===== src/sv/fltpm_pkg.sv =====
// Shared types and constants for the four-level page table mapper.
// No dependencies; used by the controller, the datapath and the top level.
package fltpm_pkg;

    localparam int POOL_TABLES_DEF = 64;
    localparam int IDX_W           = 9;
    localparam int ENTRY_W         = 64;
    localparam int FRAME_W         = 40;
    localparam int FLAGS_W         = 12;
    localparam int VA_W            = 48;
    localparam int PAGE_SHIFT      = 12;
    localparam int SH_L0           = 39;
    localparam int SH_L1           = 30;
    localparam int SH_L2           = 21;
    localparam int SH_L3           = 12;

    // request modes
    localparam logic [1:0] MODE_MAP   = 2'd0;
    localparam logic [1:0] MODE_COPY  = 2'd1;
    localparam logic [1:0] MODE_FREE  = 2'd2;
    localparam logic [1:0] MODE_ALLOC = 2'd3;

    // result status codes
    localparam logic [1:0] ST_OK      = 2'd0;
    localparam logic [1:0] ST_EXHAUST = 2'd1;
    localparam logic [1:0] ST_BAD_IDX = 2'd2;
    localparam logic [1:0] ST_OUTSIDE = 2'd3;

    // memory address sources
    localparam logic [1:0] ADDR_WALK = 2'd0;  // {cur, index of level}
    localparam logic [1:0] ADDR_TBL  = 2'd1;  // {taken table, counter}
    localparam logic [1:0] ADDR_KRN  = 2'd2;  // {kernel root, counter}

    // memory write data sources
    localparam logic [1:0] WD_ZERO  = 2'd0;
    localparam logic [1:0] WD_TABLE = 2'd1;
    localparam logic [1:0] WD_LEAF  = 2'd2;
    localparam logic [1:0] WD_COPY  = 2'd3;

    localparam logic [ENTRY_W-1:0] BIT_PRESENT = 64'h1;
    localparam logic [ENTRY_W-1:0] BIT_WRITE   = 64'h2;

    typedef struct packed {
        logic       load_in;
        logic       mem_re;
        logic       mem_we;
        logic [1:0] addr_sel;
        logic [1:0] wd_sel;
        logic       cnt_inc;
        logic       scan_inc;
        logic       take;
        logic       free;
        logic       walk_init;
        logic       cur_off;
        logic       cur_t;
        logic       lvl_inc;
        logic       added_inc;
        logic       set_st;
        logic [1:0] st_code;
        logic       res_load;
    } cmd_t;

    typedef struct packed {
        logic [1:0] mode;
        logic       tid_bad;
        logic       kroot_bad;
        logic       present;
        logic       off_bad;
        logic       scan_free;
        logic       scan_last;
        logic       scan_is_kroot;
        logic       cnt_last;
        logic       lvl_two;
        logic       out_busy;
    } sts_t;

endpackage


===== src/sv/fltpm_ctrl.sv =====
// Sequencing state machine of the page table mapper.
// Depends on fltpm_pkg; drives fltpm_dp through cmd_t and watches sts_t.
module fltpm_ctrl (
    input  logic             clk,
    input  logic             rst_n,
    input  logic             in_valid,
    output logic             in_ready,
    input  fltpm_pkg::sts_t  sts,
    output fltpm_pkg::cmd_t  cmd
);

    localparam logic [3:0] S_IDLE = 4'd0;
    localparam logic [3:0] S_DISP = 4'd1;
    localparam logic [3:0] S_RD   = 4'd2;
    localparam logic [3:0] S_EVAL = 4'd3;
    localparam logic [3:0] S_SCAN = 4'd4;
    localparam logic [3:0] S_CLR  = 4'd5;
    localparam logic [3:0] S_INST = 4'd6;
    localparam logic [3:0] S_LEAF = 4'd7;
    localparam logic [3:0] S_CPRD = 4'd8;
    localparam logic [3:0] S_CPWR = 4'd9;
    localparam logic [3:0] S_FIN  = 4'd10;

    logic [3:0] state_reg, state_next;
    logic       in_fire;

    assign in_ready = (state_reg == S_IDLE);
    assign in_fire  = in_valid && in_ready;

    always_ff @(posedge clk or negedge rst_n)
    begin
        if (!rst_n)
            state_reg <= S_IDLE;
        else
            state_reg <= state_next;
    end

    always_comb
    begin
        cmd        = '0;
        state_next = state_reg;
        unique case (state_reg)
            S_IDLE:
            begin
                if (in_fire)
                begin
                    cmd.load_in = 1'b1;
                    state_next  = S_DISP;
                end
            end
            S_DISP:
            begin
                cmd.walk_init = 1'b1;
                unique case (sts.mode)
                    fltpm_pkg::MODE_MAP:
                    begin
                        if (sts.tid_bad)
                        begin
                            cmd.set_st  = 1'b1;
                            cmd.st_code = fltpm_pkg::ST_BAD_IDX;
                            state_next  = S_FIN;
                        end
                        else
                            state_next = S_RD;
                    end
                    fltpm_pkg::MODE_COPY:
                    begin
                        if (sts.kroot_bad)
                        begin
                            cmd.set_st  = 1'b1;
                            cmd.st_code = fltpm_pkg::ST_BAD_IDX;
                            state_next  = S_FIN;
                        end
                        else
                            state_next = S_SCAN;
                    end
                    fltpm_pkg::MODE_FREE:
                    begin
                        cmd.set_st  = 1'b1;
                        cmd.free    = !sts.tid_bad;
                        cmd.st_code = sts.tid_bad ? fltpm_pkg::ST_BAD_IDX : fltpm_pkg::ST_OK;
                        state_next  = S_FIN;
                    end
                    default:
                        state_next = S_SCAN;
                endcase
            end
            S_RD:
            begin
                cmd.mem_re   = 1'b1;
                cmd.addr_sel = fltpm_pkg::ADDR_WALK;
                state_next   = S_EVAL;
            end
            S_EVAL:
            begin
                if (!sts.present)
                    state_next = S_SCAN;
                else if (sts.off_bad)
                begin
                    cmd.set_st  = 1'b1;
                    cmd.st_code = fltpm_pkg::ST_OUTSIDE;
                    state_next  = S_FIN;
                end
                else
                begin
                    cmd.cur_off = 1'b1;
                    cmd.lvl_inc = 1'b1;
                    state_next  = sts.lvl_two ? S_LEAF : S_RD;
                end
            end
            S_SCAN:
            begin
                priority if (sts.scan_free)
                begin
                    cmd.take = 1'b1;
                    if (sts.mode != fltpm_pkg::MODE_COPY)
                        state_next = S_CLR;
                    else if (sts.scan_is_kroot)
                    begin
                        cmd.set_st  = 1'b1;
                        cmd.st_code = fltpm_pkg::ST_OK;
                        state_next  = S_FIN;
                    end
                    else
                        state_next = S_CPRD;
                end
                else if (sts.scan_last)
                begin
                    cmd.set_st  = 1'b1;
                    cmd.st_code = fltpm_pkg::ST_EXHAUST;
                    state_next  = S_FIN;
                end
                else
                    cmd.scan_inc = 1'b1;
            end
            S_CLR:
            begin
                cmd.mem_we   = 1'b1;
                cmd.addr_sel = fltpm_pkg::ADDR_TBL;
                cmd.wd_sel   = fltpm_pkg::WD_ZERO;
                cmd.cnt_inc  = 1'b1;
                if (sts.cnt_last)
                begin
                    if (sts.mode == fltpm_pkg::MODE_MAP)
                        state_next = S_INST;
                    else
                    begin
                        cmd.set_st  = 1'b1;
                        cmd.st_code = fltpm_pkg::ST_OK;
                        state_next  = S_FIN;
                    end
                end
            end
            S_INST:
            begin
                cmd.mem_we    = 1'b1;
                cmd.addr_sel  = fltpm_pkg::ADDR_WALK;
                cmd.wd_sel    = fltpm_pkg::WD_TABLE;
                cmd.added_inc = 1'b1;
                cmd.cur_t     = 1'b1;
                cmd.lvl_inc   = 1'b1;
                state_next    = sts.lvl_two ? S_LEAF : S_RD;
            end
            S_LEAF:
            begin
                cmd.mem_we   = 1'b1;
                cmd.addr_sel = fltpm_pkg::ADDR_WALK;
                cmd.wd_sel   = fltpm_pkg::WD_LEAF;
                cmd.set_st   = 1'b1;
                cmd.st_code  = fltpm_pkg::ST_OK;
                state_next   = S_FIN;
            end
            S_CPRD:
            begin
                cmd.mem_re   = 1'b1;
                cmd.addr_sel = fltpm_pkg::ADDR_KRN;
                state_next   = S_CPWR;
            end
            S_CPWR:
            begin
                cmd.mem_we   = 1'b1;
                cmd.addr_sel = fltpm_pkg::ADDR_TBL;
                cmd.wd_sel   = fltpm_pkg::WD_COPY;
                cmd.cnt_inc  = 1'b1;
                if (sts.cnt_last)
                begin
                    cmd.set_st  = 1'b1;
                    cmd.st_code = fltpm_pkg::ST_OK;
                    state_next  = S_FIN;
                end
                else
                    state_next = S_CPRD;
            end
            S_FIN:
            begin
                if (!sts.out_busy)
                begin
                    cmd.res_load = 1'b1;
                    state_next   = S_IDLE;
                end
            end
            default:
                state_next = S_IDLE;
        endcase
    end

    a_accept_dispatch: assert property (@(posedge clk) disable iff (!rst_n)
        in_fire |=> (state_reg == S_DISP))
        else $error("accepted transaction not dispatched");

    a_no_write_idle: assert property (@(posedge clk) disable iff (!rst_n)
        (state_reg == S_IDLE) |-> !cmd.mem_we)
        else $error("table write while idle");

    a_copy_pair: assert property (@(posedge clk) disable iff (!rst_n)
        (state_reg == S_CPWR) |=> (state_reg == S_CPRD || state_reg == S_FIN))
        else $error("copy sequence broken");

endmodule


===== config.mk =====
export PLATFORM = sky130hd
export DESIGN_NAME = fltpm_ctrl
export DESIGN_NICKNAME = d
export VERILOG_FILES = /design/src/sv/fltpm_pkg.sv /design/src/sv/fltpm_ctrl.sv
export SDC_FILE = /design/constraint.sdc
export NUM_CORES = 1
export LEC_CHECK = 0
export BUFFER_PORTS_ARGS = -buffer_cell sky130_fd_sc_hd__buf_2
export CAP_MARGIN = 5
export CORE_MARGIN = 2
export CORE_UTILIZATION = 46
export CTS_BUF_LIST = sky130_fd_sc_hd__clkbuf_2
export CTS_CLUSTER_DIAMETER = 60
export DETAILED_ROUTE_END_ITERATION = 8
export HOLD_SLACK_MARGIN = 0.12
export MAX_ROUTING_LAYER = met4
export PLACE_DENSITY = 0.91
export SYNTH_ARGS = -nofsm -noshare
export SYNTH_HDL_FRONTEND = slang
export SYNTH_SLANG_ARGS = --single-unit

===== constraint.sdc =====
create_clock -name clk -period 2 [get_ports clk]
set_clock_uncertainty 0.2 [all_clocks]
set_input_delay 0.3 -clock clk [delete_from_list [all_inputs] [get_ports clk]]
set_output_delay 0.3 -clock clk [all_outputs]
set_load 0.01 [all_outputs]

==> results.txt <==
The vertical die dimension came out at 43.0 microns. The worst register-to-register path begins at state_reg[3]. The number of antenna violations at the first check in global routing is 0. In this run the worst setup path begins at state_reg[3]. The via total after detailed routing is 1,012. The final instance area is 1100 sq um. The async set-or-reset flop fraction in the synthesized netlist is 1.00.

The top cell types in the final layout, fill and taps aside, are 36 x buf_2, 15 x buf_4, 10 x nand2_1. The number of global-route vias before repair came out at 1,006. Entering global routing, the biggest net connects 15 pins. The total I/O pin count is 36.

The number of flip-flops in the largest register is 4. Setup repair after global routing could not meet its margin everywhere. The setup TNS after final layout is -654 ps. The routing usage on met3 is 0.0638. The element type at the critical path start is a register.

The total chip power came out at 1.46 mW. The global routing usage on met2 came out at 0.555. The total core area came out at 1470 sq um. The number of filler instances in the final layout came out at 120.

The clock latency reported for the late side of the worst-skew pair came out at 220 ps. The fraction of layout cells with a size suffix above 1 is 0.524. The transition time at the pin with the least slew margin is 432 ps. The number of enable-type register cells in the synthesized netlist is 0.

The sequential cell area fraction in the yosys report is 0.143. The worst slew margin relative to its limit came out at 0.704. The setup slack after layout came out at -175 ps.

After floorplanning, the core was divided into 14 placement rows. The number of stages on the worst hold path came out at 3. The clock input transition at the sequential cells of the worst setup and hold paths is 60 ps. The post-route clock period utilization came out at 1.09. The final count of hold timing violations is 0.

The detailed-routing iteration count for the pre-antenna-repair pass is 4. The required time reported for the critical path endpoint came out at 1500 ps. The post-route DRC violation count came out at 0. STA puts the critical path data arrival time at 1670 ps.

The final antenna diode count came out at 0. Of the total synthesized cell area, the portion taken by full adders, half adders and majority gates is 0. The synthesized area divided by synthesized cell count is between 7 and 8 sq um. The number of warnings reported in the yosys synthesis log is 0. The run finished, with violations left. The critical path is of the register to output pin type. The final period demand of the worst path is 2170 ps. The average wire per standard cell came out at 17.3 microns. Across the run, the number of max-cap violations was 0. The net count after synthesis is 110.

After legalization and detailed placement, the total HPWL measured 1.61 mm. The post-synthesis compound-gate area fraction came out at 0.248. In this run the worst hold path is classified as primary input to register.

After synthesis, the largest family of logic cells by area is simple AND/OR/NAND/NOR gates. The final reports fail on setup timing. The post-synthesis register bit count is 4. The wire length reported by the detailed router came out at approximately 2.8 mm. The CTS buffer count came out at 3. The total placed instance area came out at 891 sq um.

The total placed cells including tap cells is 146. The number of antenna-violating nets in the routed design came out at 0. The most frequently used flop master after synthesis is dfrtp_1. Using the TritonRoute via totals, the vias-per-cell ratio works out to roughly 6.2.

The unique cell type count in the Yosys netlist came out at 43. The total power density per cell area came out at 1330 nW/um^2. The net count of the finished layout came out at roughly 160.

By area the synthesized netlist is led by dfrtp_1 14%, nand2b_1 6.3%, nand2_1 5.4%. Clock tree synthesis selected as its root buffer the cell clkbuf_2. The met1 demand-to-capacity share in global routing came out at 0.341. Summing every instance area after synthesis gives 701 sq um. The number of cells on the worst reg-to-reg path is 5. The first global-routing pass estimated 4.43 mm of wire. The mux cell area share after synthesis is 0.0143. The area share of xor/xnor cells in the synthesized design came out at 0.0125. The global router's overall resource usage came out at 0.327. Setup violations remaining at the end of the flow were counted as 12. The tightest hold margin is 174 ps. The end-of-flow core utilization came out at 0.745. The die boundary width came out at 43.0 microns. Clock tree synthesis found a total of 4 sinks. The non-filler instance count after layout is 163.

The worst-case vdd ir drop came out at about 650 uV. The largest total area in the synthesized netlist belongs to dfrtp_1. The effective utilization at floorplan came out at 0.476. The remaining global-route overflow is 0.

The floorplan die area is roughly 1900 sq um. The clock passes through at most 2 buffers. The static leakage is ~0.56 nW. Of the total synthesized cell area, the portion taken by AND, OR, NAND and NOR gates is 0.484. The congestion estimate from routability-driven global placement came to 0.921. The max-slew violation total from the final report is 0.

CTS built an H-tree with a depth of 1. STA classifies the critical path endpoint as an output pin. met2 is the most crowded layer. The count of buffers inserted at the top-level ports is 35. The worst setup timing slack at the placement stage is 36.9 ps. The number of DRC markers after the initial detailed-route iteration came out at 40.

The highest clock frequency the design can meet is 460 MHz. The startpoint identified for the worst hold timing path is sts[1]. The library cell used most frequently in the layout, excluding fill and tap cells, is buf_2.

The top-area cell type share of the netlist area came out at 0.143. TritonCTS built the clock tree. The number of instances in the synthesized netlist is 95. The area growth from synthesis to final layout is 56.4%.

Along the worst path, the maximum fanout reaches 2.
[synthesized netlist by cell type (2+ instances only)]
library cell	count
nor2_1	8
a31oi_1	2
inv_1	3
o21ai_0	5
dfrtp_1	4
buf_4	2
or2_2	2
and2_1	3
a21oi_1	7
nand2_1	10
nor3_1	3
nor3_4	2
nand4_1	2
nand4b_1	2
nor2b_1	2
nand3_1	2
buf_6	3
and3_1	2
nand2b_1	7
[cell families (layout without fill, tap and decap cells)]
family / Yosys count / count (layout)
buffers and inverters: 10 / 62
muxes: 1 / 1
and+or+nand+nor: 54 / 54
DFF: 4 / 4
xor gates and xnor gates: 1 / 1
AOI/OAI and AO/OA: 25 / 25
[metal layers]
metal  part of all wire  wire length, microns
met1               0.36                  1010
met2               0.52                  1480
met3              0.084                   237
met5                  0                     0
met4              0.036                   102
[timing repair]
action	CTS	global route
gates resized for setup	13	7
gates cloned	1	0
buffers inserted	9	3
hold endpoints to repair	4	0
endpoints found under the setup margin	11	14
pin swaps	3	1
hold buffers	1	0
[path summary, 6_finish.rpt]
| kind | to | slack, ps |
|---|---|---|
| hold reg to reg | state_reg[2] | 690 |
| max in group asynchronous | state_reg[0] | 1270 |
| setup / recovery | cmd[3] | -170 |
| hold / removal | state_reg[2] | 170 |
| min in group asynchronous | state_reg[2] | 200 |
| setup reg to reg | state_reg[3] | -30 |
[worst max-delay path: stages (launching register included)]
cell      delay, ps
dfrtp_1         400
or4b_4          580
a211oi_4        190
a32oi_1          80
nand2_1          80
buf_2           120
[cell type report]
type	instances	area [sq um]	area share
clock buffer	3	15.0	0.0137
inverter	3	11.3	0.0103
timing repair buffer	56	348	0.317
sequential	4	100	0.0913
multi-input combinational	81	602	0.549
tap	16	20.0	0.0183
[power by group]
group          internal (mW)  switching (mW)
logic                  0.562           0.664
registers              0.117          0.0317
clock network         0.0406          0.0437
total                  0.719           0.740
No activity file was read; power rests on OpenSTA's default activity.
